`config.mk`:
```
export PLATFORM = sky130hd
export DESIGN_NAME = flc_cell
export DESIGN_NICKNAME = d
export VERILOG_FILES = /design/src/design/assert_macros.svh /design/src/design/flc_pkg.sv /design/src/design/flc_cell.sv
export SDC_FILE = /design/constraint.sdc
export NUM_CORES = 1
export LEC_CHECK = 0
export BUFFER_PORTS_ARGS = -buffer_cell sky130_fd_sc_hd__buf_2
export CORE_MARGIN = 2
export CORE_UTILIZATION = 45
export CTS_BUF_LIST = sky130_fd_sc_hd__clkbuf_16
export CTS_CLUSTER_DIAMETER = 30
export CTS_CLUSTER_SIZE = 40
export DETAILED_ROUTE_END_ITERATION = 8
export GPL_TIMING_DRIVEN = 0
export PLACE_DENSITY = 0.74
export RECOVER_POWER = 25
export SLEW_MARGIN = 20
export SYNTH_ARGS = -nofsm -noshare
export SYNTH_HDL_FRONTEND = slang
export SYNTH_SLANG_ARGS = --single-unit
export TNS_END_PERCENT = 20
```
`constraint.sdc`:
```
create_clock -name clk -period 0.8 [get_ports clk]
set_clock_uncertainty 0.05 [all_clocks]
set_input_delay 0.12 -clock clk [delete_from_list [all_inputs] [get_ports clk]]
set_output_delay 0.12 -clock clk [all_outputs]
set_load 0.005 [all_outputs]
```
`src/design/assert_macros.svh`:
```
// ----------------------------------------------------------------------------
// assert_macros.svh
// Concurrent assertion macros used by full_linear_convolution.
// ----------------------------------------------------------------------------
`ifndef ASSERT_MACROS_SVH
`define ASSERT_MACROS_SVH

`ifndef SYNTHESIS

// prop must hold at every clock edge outside reset
`define ASSERT_CLK(lbl, clk, rst_n, prop) \
    lbl: assert property (@(posedge clk) disable iff (!rst_n) (prop)) \
        else $error("assertion failed");

// cond must never be true outside reset
`define ASSERT_NEVER(lbl, clk, rst_n, cond) \
    lbl: assert property (@(posedge clk) disable iff (!rst_n) !(cond)) \
        else $error("forbidden condition seen");

`else

`define ASSERT_CLK(lbl, clk, rst_n, prop)
`define ASSERT_NEVER(lbl, clk, rst_n, cond)

`endif

`endif

```
`src/design/flc_pkg.sv`:
```
`timescale 1ns / 1ps
// ----------------------------------------------------------------------------
// flc_pkg
// Shared constants and types of the full linear convolution filter.
// ----------------------------------------------------------------------------
package flc_pkg;

    localparam int MAX_TAPS_DEF    = 8;
    localparam int SAMPLE_BITS_DEF = 16;
    localparam int COEF_BITS       = 16;
    localparam int OUT_BITS        = 35;
    localparam int TAP_CNT_BITS    = 4;
    localparam int COEFS_PER_REG   = 4;
    localparam int CFG_IDX_BITS    = 2;
    localparam int CFG_DATA_BITS   = 64;

    // configuration register indexes
    typedef enum logic [CFG_IDX_BITS-1:0] {
        CFG_TAP_COUNT = 2'd0,
        CFG_COEF_LOW  = 2'd1,
        CFG_COEF_HIGH = 2'd2
    } cfg_reg_t;

    // per-cycle control broadcast along the cell row
    typedef struct packed {
        logic adv;    // pipeline advances this cycle
        logic shift;  // a sample enters the row
        logic clear;  // last tick of a signal: empty the delay line
    } cell_ctrl_t;

endpackage

```
`src/design/flc_cell.sv`:
```
`timescale 1ns / 1ps
// ----------------------------------------------------------------------------
// flc_cell
// One tap: forms the registered product and, but for the last tap, holds one delay-line sample.
// ----------------------------------------------------------------------------
module flc_cell #(
    parameter int  SAMPLE_BITS = flc_pkg::SAMPLE_BITS_DEF,
    parameter bit  KEEP        = 1'b1,
    localparam int PROD_W      = SAMPLE_BITS + flc_pkg::COEF_BITS
) (
    input  logic                              clk,
    input  logic                              rst_n,
    input  flc_pkg::cell_ctrl_t               ctrl,
    input  logic                              active,
    input  logic signed [flc_pkg::COEF_BITS-1:0] coef,
    input  logic signed [SAMPLE_BITS-1:0]     x_in,
    output logic signed [SAMPLE_BITS-1:0]     x_out,
    output logic signed [PROD_W-1:0]          prod
);

    logic signed [PROD_W-1:0] full;
    logic signed [PROD_W-1:0] prod_next;
    logic signed [PROD_W-1:0] prod_reg;

    assign full      = x_in * coef;
    assign prod_next = active ? full : '0;

    always_ff @(posedge clk)
    begin
        if (ctrl.adv)
        begin
            prod_reg <= prod_next;
        end
    end

    assign prod = prod_reg;

    generate
        if (KEEP)
        begin : g_store
            logic signed [SAMPLE_BITS-1:0] d_reg;
            logic signed [SAMPLE_BITS-1:0] d_next;

            assign d_next = ctrl.clear ? '0 : x_in;

            always_ff @(posedge clk or negedge rst_n)
            begin
                if (!rst_n)
                begin
                    d_reg <= '0;
                end
                else if (ctrl.adv && ctrl.shift)
                begin
                    d_reg <= d_next;
                end
            end

            assign x_out = d_reg;
        end
        else
        begin : g_end
            // last tap: nothing further down the line
            assign x_out = '0;
        end
    endgenerate

endmodule

```
==> reports/summary.txt <==
Clk root buf - clkbuf_16
Gr ovfl total - 0
Starting Density - 45.3%
Worst endpoint required time - 0.90 ns
Crit path buf inv count - 6
Fin. Hold Viols - 0
Final worst slack - -4.69 ns
Layout area overhead - 34.7%
Total vias in the final route - 9642
Syn Area/Cell - 9.55 um^2
HP Class - primary input to register
CP top delay family - adder cells
Cell taking the most area after synthesis - fa_1
Core box area - 0.0258 mm^2
IO Count - 86
Post-synth top area share - 44.8%
Max incr delay on CP - 0.61 ns
Status - complete, but fails checks
Max cap viols - 0
Peak Freq - 0.182 GHz
CTS tree - yes
Top FF cell, synth - edfxtp_1
Clock Latency Late Sink - 0.30 ns
Post-synth ARST share - 33.3%
Number of global-route vias before repair - 10885
Placed inst area - 0.0129 mm^2
Slowest library cell on the worst path - fa_2
Port Buffer Count - 85
Unrepaired setup endpoints after global routing - true
Total CTS buffers - 5
CTS Sinks - 48
CP Depth - 20
Net Count, Synth - 1608
First-pass GRT wire length - 55.5 mm
Worst-margin pin slew - 0.726 ns
Post-Synthesis Cell Area - 0.0117 mm^2
Final period util - 686%
Initial antenna violation count - 2
Final Cell Area - 0.0158 mm^2
GRT Total Usage - 27.0%
Worst Setup Path Type - primary input to register
Top post-synthesis cells by area - fa_1 45%, inv_1 9.2%, ha_1 8.8%
Routed wire length - 36.2 mm
Share of cells above drive strength 1 - 30.8%
Pre-Repair DR Iteration Count - 7
Worst EP arrival - 5.59 ns
CP Launch Type - primary input
Reg2Reg Depth - 2
Sequential share of the synthesized area - 11.6%
Filler cell count - 1975
Die height - 165 um
DRC violations left - 0
Routed vias/inst - 5.47
YS warnings - 0
Failing checks - setup timing
Die Width - 165 um
Commonest non-fill, non-tap cell in the layout - inv_1
Rel. slew slack - 51.6%
Slew Viols, Final - 0
Pin count of the biggest net entering global routing - 34
Synth Instances - 1226
Worst-path fanout max - 7
Yosys reg bits - 48
Crit path capture type - register
Setup TNS - -126.83 ns
Crit-path cells - buf_12, clkbuf_16, and2_4, fa_2, buf_6, fa_2, buf_6, fa_2, fa_1, fa_1, inv_1, fa_1, inv_1, ha_4, and3_4, a31oi_4, nand2_2, a22o_4, or4_1, nand4b_1
Routed WL per cell - 20.5 um
Cell variety after synth - 53
Routability Congestion - 0.934
Crit path time final - 5.49 ns
H-tree depth - 2
Final setup violation count - 95
Die ar. - 0.0273 mm^2
Reg area - 0.00136 mm^2
Largest register FFs - 32
Worst Hold Depth - 3
Post-synth EDFFs - 32
Initial drt markers - 735
Row cnt - 59
Layout Nets - 1808
CTS Buffer Depth - 2
Most frequent cells in the layout - 253 x inv_1, 235 x fa_1, 123 x nand2_1
Area of the multi-input gates - 0.0102 mm^2
Reg clk slew, reported paths - 0.07 ns
Post-DP HPWL - 25.3 mm
DRT antenna net count - 0
## metrics by stage
stage                     util, %  std cells  hold WS [ns]  worst slack, ns
after floorplan                 -       1226        -0.226            -4.55
after global placement       50.0       1646       0.00198            -5.35
after detailed placement     50.0       1646       0.00546            -5.38
after CTS                    59.4       1737        0.0516            -4.68
after global routing         61.1       1763        0.0667            -4.80
final                        61.1       1763        0.0469            -4.69
## cell families after synthesis
group                    count (synthesis)  synth area share [%]
AO/OA/AOI/OAI                           95                  5.61
XOR/XNOR                                26                  1.94
buffers and inverters                  331                  10.6
adder cells (fa/ha/maj)                344                  53.6
flip-flops                              48                  11.6
AND/OR/NAND/NOR                        378                  16.3
multiplexers                             4                 0.342
## layer usage
| metal | vias up | global-route usage (%) | share of wire, % |
|---|---|---|---|
| met1 | 4856 | 32.2 | 35 |
| met2 | 537 | 47.1 | 50 |
| met3 | 162 | 3.77 | 8.3 |
| met5 | - | 0 | 0 |
| li1 | 4087 | - | - |
| met4 | 0 | 15.4 | 6.5 |
## cell usage after synthesis (all sizes together), types with 2 or more instances
cell type and number:
a21boi 2, a21o 19, a21oi 16, a221oi 2, a311oi 4, a31oi 3, and2 130, and3 4
and4 2, clkbuf 43, dfrtp 16, edfxtp 32, fa 262, ha 82, inv 288, mux2i 4
nand2 149, nand2b 26, nand3 8, nand3b 2, nor2 34, nor2b 3, nor3 9, nor4 2
o2111ai 3, o21a 3, o21ai 26, o21bai 3, o31ai 3, or3 2, or4 2, xnor2 20
xor2 6
## final timing paths
check	startpoint	endpoint	slack (ns)
worst max-delay path	coef[3]	prod[31]	-4.69
worst min-delay path	x_in[7]	x_out[7]	0.05
worst max register to register	x_out[0]	x_out[0]	0.01
worst min register to register	x_out[7]	x_out[7]	0.43
max in group asynchronous	rst_n	x_out[15]	0.18
min in group asynchronous	rst_n	x_out[7]	0.23
## worst register-to-register path: stages, from the launching register on
cell     delay (ns)
dfrtp_1        0.42
nand2_1        0.11
o21ai_0        0.10
## area by class of cell
class | count | share of cell area [%]
Tap cell | 335 | 2.66
Sequential cell | 48 | 8.63
Timing Repair Buffer | 195 | 11.4
Inverter | 288 | 6.88
Clock buffer | 6 | 0.952
Antenna cell | 1 | 0.0159
Clock inverter | 2 | 0.0793
Multi-Input combinational cell | 847 | 64.5
Buffer | 41 | 4.89
## what timing repair did
action | in CTS | in global routing
pin swaps | 109 | 59
endpoints found under the setup margin | 127 | 95
hold buffers | 1 | 0
hold endpoints to repair | 16 | 0
gates cloned | 9 | 1
setup buffers | 74 | 25
gates resized for setup | 331 | 70
Power is not shown: default switching activity piles up to over one toggle a cycle in this logic, so the estimate is an artifact.
