### config.mk
export PLATFORM = sky130hd
export DESIGN_NAME = flc_adder_tree
export DESIGN_NICKNAME = d
export VERILOG_FILES = /design/src/design/assert_macros.svh /design/src/design/flc_pkg.sv /design/src/design/flc_adder_tree.sv
export SDC_FILE = /design/constraint.sdc
export NUM_CORES = 1
export LEC_CHECK = 0
export ABC_CLOCK_PERIOD_IN_PS = 3100
export BUFFER_PORTS_ARGS = -buffer_cell sky130_fd_sc_hd__buf_2
export CAP_MARGIN = 10
export CORE_ASPECT_RATIO = 1.4
export CORE_MARGIN = 2
export CORE_UTILIZATION = 53
export CTS_CLUSTER_DIAMETER = 30
export DETAILED_ROUTE_END_ITERATION = 10
export PLACE_DENSITY = 0.78
export SLEW_MARGIN = 25
export SYNTH_ARGS = -nofsm -noshare
export SYNTH_HDL_FRONTEND = slang
export SYNTH_SLANG_ARGS = --single-unit
### constraint.sdc
create_clock -name clk -period 3.1 [get_ports clk]
set_input_delay 0.62 -clock clk [delete_from_list [all_inputs] [get_ports clk]]
set_output_delay 0.62 -clock clk [all_outputs]
set_load 0.03 [all_outputs]
### src/design/assert_macros.svh
// ----------------------------------------------------------------------------
// assert_macros.svh
// Concurrent assertion macros used by full_linear_convolution.
// ----------------------------------------------------------------------------
`ifndef ASSERT_MACROS_SVH
`define ASSERT_MACROS_SVH

`ifndef SYNTHESIS

// prop must hold at every clock edge outside reset
`define ASSERT_CLK(lbl, clk, rst_n, prop) \
    lbl: assert property (@(posedge clk) disable iff (!rst_n) (prop)) \
        else $error("assertion failed");

// cond must never be true outside reset
`define ASSERT_NEVER(lbl, clk, rst_n, cond) \
    lbl: assert property (@(posedge clk) disable iff (!rst_n) !(cond)) \
        else $error("forbidden condition seen");

`else

`define ASSERT_CLK(lbl, clk, rst_n, prop)
`define ASSERT_NEVER(lbl, clk, rst_n, cond)

`endif

`endif

### src/design/flc_pkg.sv
`timescale 1ns / 1ps
// ----------------------------------------------------------------------------
// flc_pkg
// Shared constants and types of the full linear convolution filter.
// ----------------------------------------------------------------------------
package flc_pkg;

    localparam int MAX_TAPS_DEF    = 8;
    localparam int SAMPLE_BITS_DEF = 16;
    localparam int COEF_BITS       = 16;
    localparam int OUT_BITS        = 35;
    localparam int TAP_CNT_BITS    = 4;
    localparam int COEFS_PER_REG   = 4;
    localparam int CFG_IDX_BITS    = 2;
    localparam int CFG_DATA_BITS   = 64;

    // configuration register indexes
    typedef enum logic [CFG_IDX_BITS-1:0] {
        CFG_TAP_COUNT = 2'd0,
        CFG_COEF_LOW  = 2'd1,
        CFG_COEF_HIGH = 2'd2
    } cfg_reg_t;

    // per-cycle control broadcast along the cell row
    typedef struct packed {
        logic adv;    // pipeline advances this cycle
        logic shift;  // a sample enters the row
        logic clear;  // last tick of a signal: empty the delay line
    } cell_ctrl_t;

endpackage

### src/design/flc_adder_tree.sv
`timescale 1ns / 1ps
// ----------------------------------------------------------------------------
// flc_adder_tree
// Registered binary adder tree (a plain wire for one input), one level per cycle while en is high, heap-indexed nodes.
// ----------------------------------------------------------------------------
module flc_adder_tree #(
    parameter int N_IN  = flc_pkg::MAX_TAPS_DEF,
    parameter int WIDTH = flc_pkg::OUT_BITS
) (
    input  logic                    clk,
    input  logic                    en,
    input  logic signed [WIDTH-1:0] leaf [N_IN],
    output logic signed [WIDTH-1:0] sum
);

    localparam int LEVELS = $clog2(N_IN);
    localparam int LEAVES = 1 << LEVELS;

    logic signed [WIDTH-1:0] leaf_w [LEAVES];

    genvar i;
    generate
        for (i = 0; i < LEAVES; i++)
        begin : g_leaf
            if (i < N_IN)
            begin : g_used
                assign leaf_w[i] = leaf[i];
            end
            else
            begin : g_pad
                assign leaf_w[i] = '0;
            end
        end

        if (LEVELS == 0)
        begin : g_single
            assign sum = leaf_w[0];
        end
        else
        begin : g_tree
            // node i has children 2i and 2i+1; indexes >= LEAVES are leaves
            logic signed [WIDTH-1:0] node_reg [1:LEAVES-1];

            for (i = 1; i < LEAVES; i++)
            begin : g_node
                if (2 * i >= LEAVES)
                begin : g_bottom
                    always_ff @(posedge clk)
                    begin
                        if (en)
                        begin
                            node_reg[i] <= leaf_w[2*i-LEAVES] + leaf_w[2*i+1-LEAVES];
                        end
                    end
                end
                else
                begin : g_inner
                    always_ff @(posedge clk)
                    begin
                        if (en)
                        begin
                            node_reg[i] <= node_reg[2*i] + node_reg[2*i+1];
                        end
                    end
                end
            end

            assign sum = node_reg[1];
        end
    endgenerate

endmodule

==> flow_metrics.tcl <==
set metrics [dict create \
    outcome "finished clean" \
    grt_pass1_wl_mm 87.2 \
    synth.yosys.seq_area_share_pct 36.8 \
    gp_congestion 0.938 \
    p_int_uw 12300 \
    area.growth.synth_to_final_pct 26.7 \
    regArea_sq_mm 0.00736 \
    grt_antenna_before_repair 0 \
    initial_core_util_pct 53.5 \
    track_usage_pct 27.7 \
    drv_cap 0 \
    wl_per_cell_microns 18.3 \
    fin_skew_ns 0.0219 \
    worstMarginPinSlew_ns 0.545 \
    hpwlAfterDp_mm 44.3 \
    num_io_pins 317 \
    synthesis.area_sq_mm 0.0200 \
    antenna_cells 0 \
    report.power.total_uw 19600 \
    synth_edf_count 245 \
    powerDensity_mw_per_mm2 775 \
    worst_setup_path_end_kind "register" \
    fin_ws_ns 0.0975 \
    switching_share_pct 37.3 \
    place_inst 2936 \
    syn-num-nets 2547 \
    die_y_microns 234 \
    cts_tree "yes" \
    crit_slowest_cell "fa_2" \
    drt_wl_total_mm 55.4 \
    async_flop_share_pct 0 \
    drt-initial-drc-count 1232 \
    hold_viol_final 0 \
    final_common_cell "buf_2" \
    ys_warn_count 0 \
    fillers 2934 \
    dp_slack_ns -0.453 \
    leakage_uw 0.0115 \
    rows 84 \
    final_cell_mix "buf_2 (315), edfxtp_1 (245), ha_1 (231)" \
    crit_buf_inv 2 \
    yosysUniqueCellTypes 77 \
    hold_path.class "input port to register" \
    syn_avg_cell_area_sq_um 9.90 \
    setup_viol 0 \
    drc 0 \
    cts_buffers 46 \
    grt_max_degree 70 \
    critical_path.max_stage_delay_ns 0.37 \
    path_delay_family "compound AO/OA/AOI/OAI gates" \
    dr_total_vias 17593 \
    largest_reg_flops 245 \
    die_x_microns 168 \
    nNetsFinal 3042 \
    switching_power_uw 7330 \
    clockRootBuffer "clkbuf_16" \
    synthCells 2020 \
    max_freq_ghz 0.333 \
    relSlewSlack_pct 63.6 \
    synth_ff_type "edfxtp_1" \
    vdd_drop_max_uv 575 \
    period_minus_slack_ns 3.00 \
    slew_violations 0 \
    clk_latency_ns 0.55 \
    seq_power_share_pct 28.2 \
    multi_input_area_sq_mm 0.0122 \
    clk_pin_slew_worst_paths_ns 0.05 \
    synth_seq_cells 245 \
    die-area_sq_mm 0.0393 \
    core_sq_mm 0.0374 \
    cts_max_level 2 \
    cp.arrival_ns 3.30 \
    postPlaceCellArea_sq_mm 0.0234 \
    first_global_vias 17605 \
    route.antenna.remaining_nets 0 \
    port_buffers 316 \
    holdWs_ns 0.378 \
    cp.required_ns 3.40 \
    finalCritPeriodShare_pct 96.9 \
    worstSetupPathType "register to register" \
    drive_above_1_share_pct 27.0 \
    combinationalPowerShare_pct 45.1 \
    cts_num_sinks 245 \
    rsz0062_at_grt "true" \
    fin_area_sq_mm 0.0253 \
    cp-start-kind "register" \
    cp_max_fo 3 \
    cp_cell_sequence "ha_2, inv_1, fa_2, nor2b_4, o2111ai_2, and3_4, o311ai_2, buf_4, nand4_1, a21o_1, o31ai_4, a21oi_2, xnor2_1" \
    rrSetupSlack_ns 0.1 \
    vias_per_cell 5.82 \
    power.share.clock_pct 26.7 \
    overflow 0 \
    cts.path.max_buffers 3 \
    instances_no_fill 3025 \
    dr.pass1.iters 7 \
]
-- kinds of logic after synthesis --
family	share of synthesized area, %
XOR/XNOR	9.41
multiplexers	0.400
adder cells (fa/ha/maj)	15.6
AO/OA/AOI/OAI	22.7
flip-flops	36.8
AND/OR/NAND/NOR	11.5
buffers and inverters	3.66
-- routing by layer --
layer / GRT usage [%] / part of all wire [%] / vias up
li1: - / - / 8630
met3: 3.17 / 5.0 / 124
met5: 0 / 0 / -
met1: 30.5 / 38 / 8221
met2: 53.4 / 53 / 618
met4: 12.1 / 4.4 / 0
-- worst reg2reg max path: cells and delay by family, from the launching register on --
kind | cells | cell delay, ns
buf+inv | 2 | 0.25
flops | 1 | 0.34
xor+xnor | 1 | 0.14
simple gates | 3 | 0.47
fa+ha+maj | 2 | 0.56
compound gates | 5 | 1.00
-- power by group through the flow --
stage                     Sequential (uW)  Clock (uW)  Combinational, uW
after floorplan                      5310           0               6220
after global placement               5590           0               8240
after detailed placement             5610           0               8420
after CTS                            5550        5290               8570
after global routing                 5600        5440               9710
final                                5530        5240               8870
-- path summary, 6_finish.rpt --
| kind | end | cells past startpoint | startpoint |
|---|---|---|---|
| setup / recovery | g_tree.node_reg[0][104]$_DFFE_PP_ | 13 | g_tree.node_reg[0][140]$_DFFE_PP_ |
| hold / removal | g_tree.node_reg[0][210]$_DFFE_PP_ | 2 | leaf[105] |
| hold reg to reg | g_tree.node_reg[0][70]$_DFFE_PP_ | 1 | g_tree.node_reg[0][175]$_DFFE_PP_ |
| setup reg to reg | g_tree.node_reg[0][104]$_DFFE_PP_ | 13 | g_tree.node_reg[0][140]$_DFFE_PP_ |
-- metrics by stage --
step / setup TNS (ns) / util (%)
floorplan: 0 / -
global placement: -8.84 / 62.5
detailed placement: -10.69 / 62.5
CTS: 0 / 67.1
global route: -0.0664 / 67.7
finish: 0 / 67.7
-- final cells by class --
class | count | share of cell area [%]
Inverter | 79 | 1.17
Clock buffer | 51 | 4.87
Timing Repair Buffer | 527 | 12.7
Multi-Input combinational cell | 1616 | 48.3
Tap cell | 473 | 2.33
Clock inverter | 34 | 1.62
Sequential cell | 245 | 29.0
-- cells in the mapped netlist, types with 12 or more instances --
| cell | instances | share of area (%) |
|---|---|---|
| o211ai_1 | 13 | 0.49 |
| nand3_1 | 46 | 1.2 |
| a31oi_1 | 29 | 0.91 |
| edfxtp_1 | 245 | 37 |
| o21ai_0 | 87 | 2.2 |
| nand2_1 | 113 | 2.1 |
| a21oi_1 | 189 | 4.7 |
| xnor2_1 | 138 | 6.0 |
| o21a_1 | 25 | 0.94 |
| nor2_1 | 117 | 2.2 |
| nor3_1 | 30 | 0.75 |
| and3_1 | 24 | 0.75 |
| o21bai_1 | 42 | 1.6 |
| nor2b_1 | 30 | 0.94 |
| nand4_1 | 37 | 1.2 |
| or2_2 | 12 | 0.38 |
| a21o_1 | 138 | 5.2 |
| o21ai_1 | 17 | 0.43 |
| clkbuf_1 | 42 | 0.79 |
| a211oi_1 | 29 | 1.1 |
| o31ai_1 | 16 | 0.60 |
| xor2_1 | 77 | 3.4 |
| ha_1 | 238 | 15 |
| buf_4 | 35 | 1.3 |
| nand2b_1 | 17 | 0.53 |
| inv_1 | 76 | 1.4 |
-- what timing repair did --
action	4_1_cts	5_1_grt
buffers inserted	0	4
setup endpoints to repair	9	23
pin swaps	3	16
resized for setup	14	41
hold buffers	0	0
No activity file was read; power rests on OpenSTA's default activity.
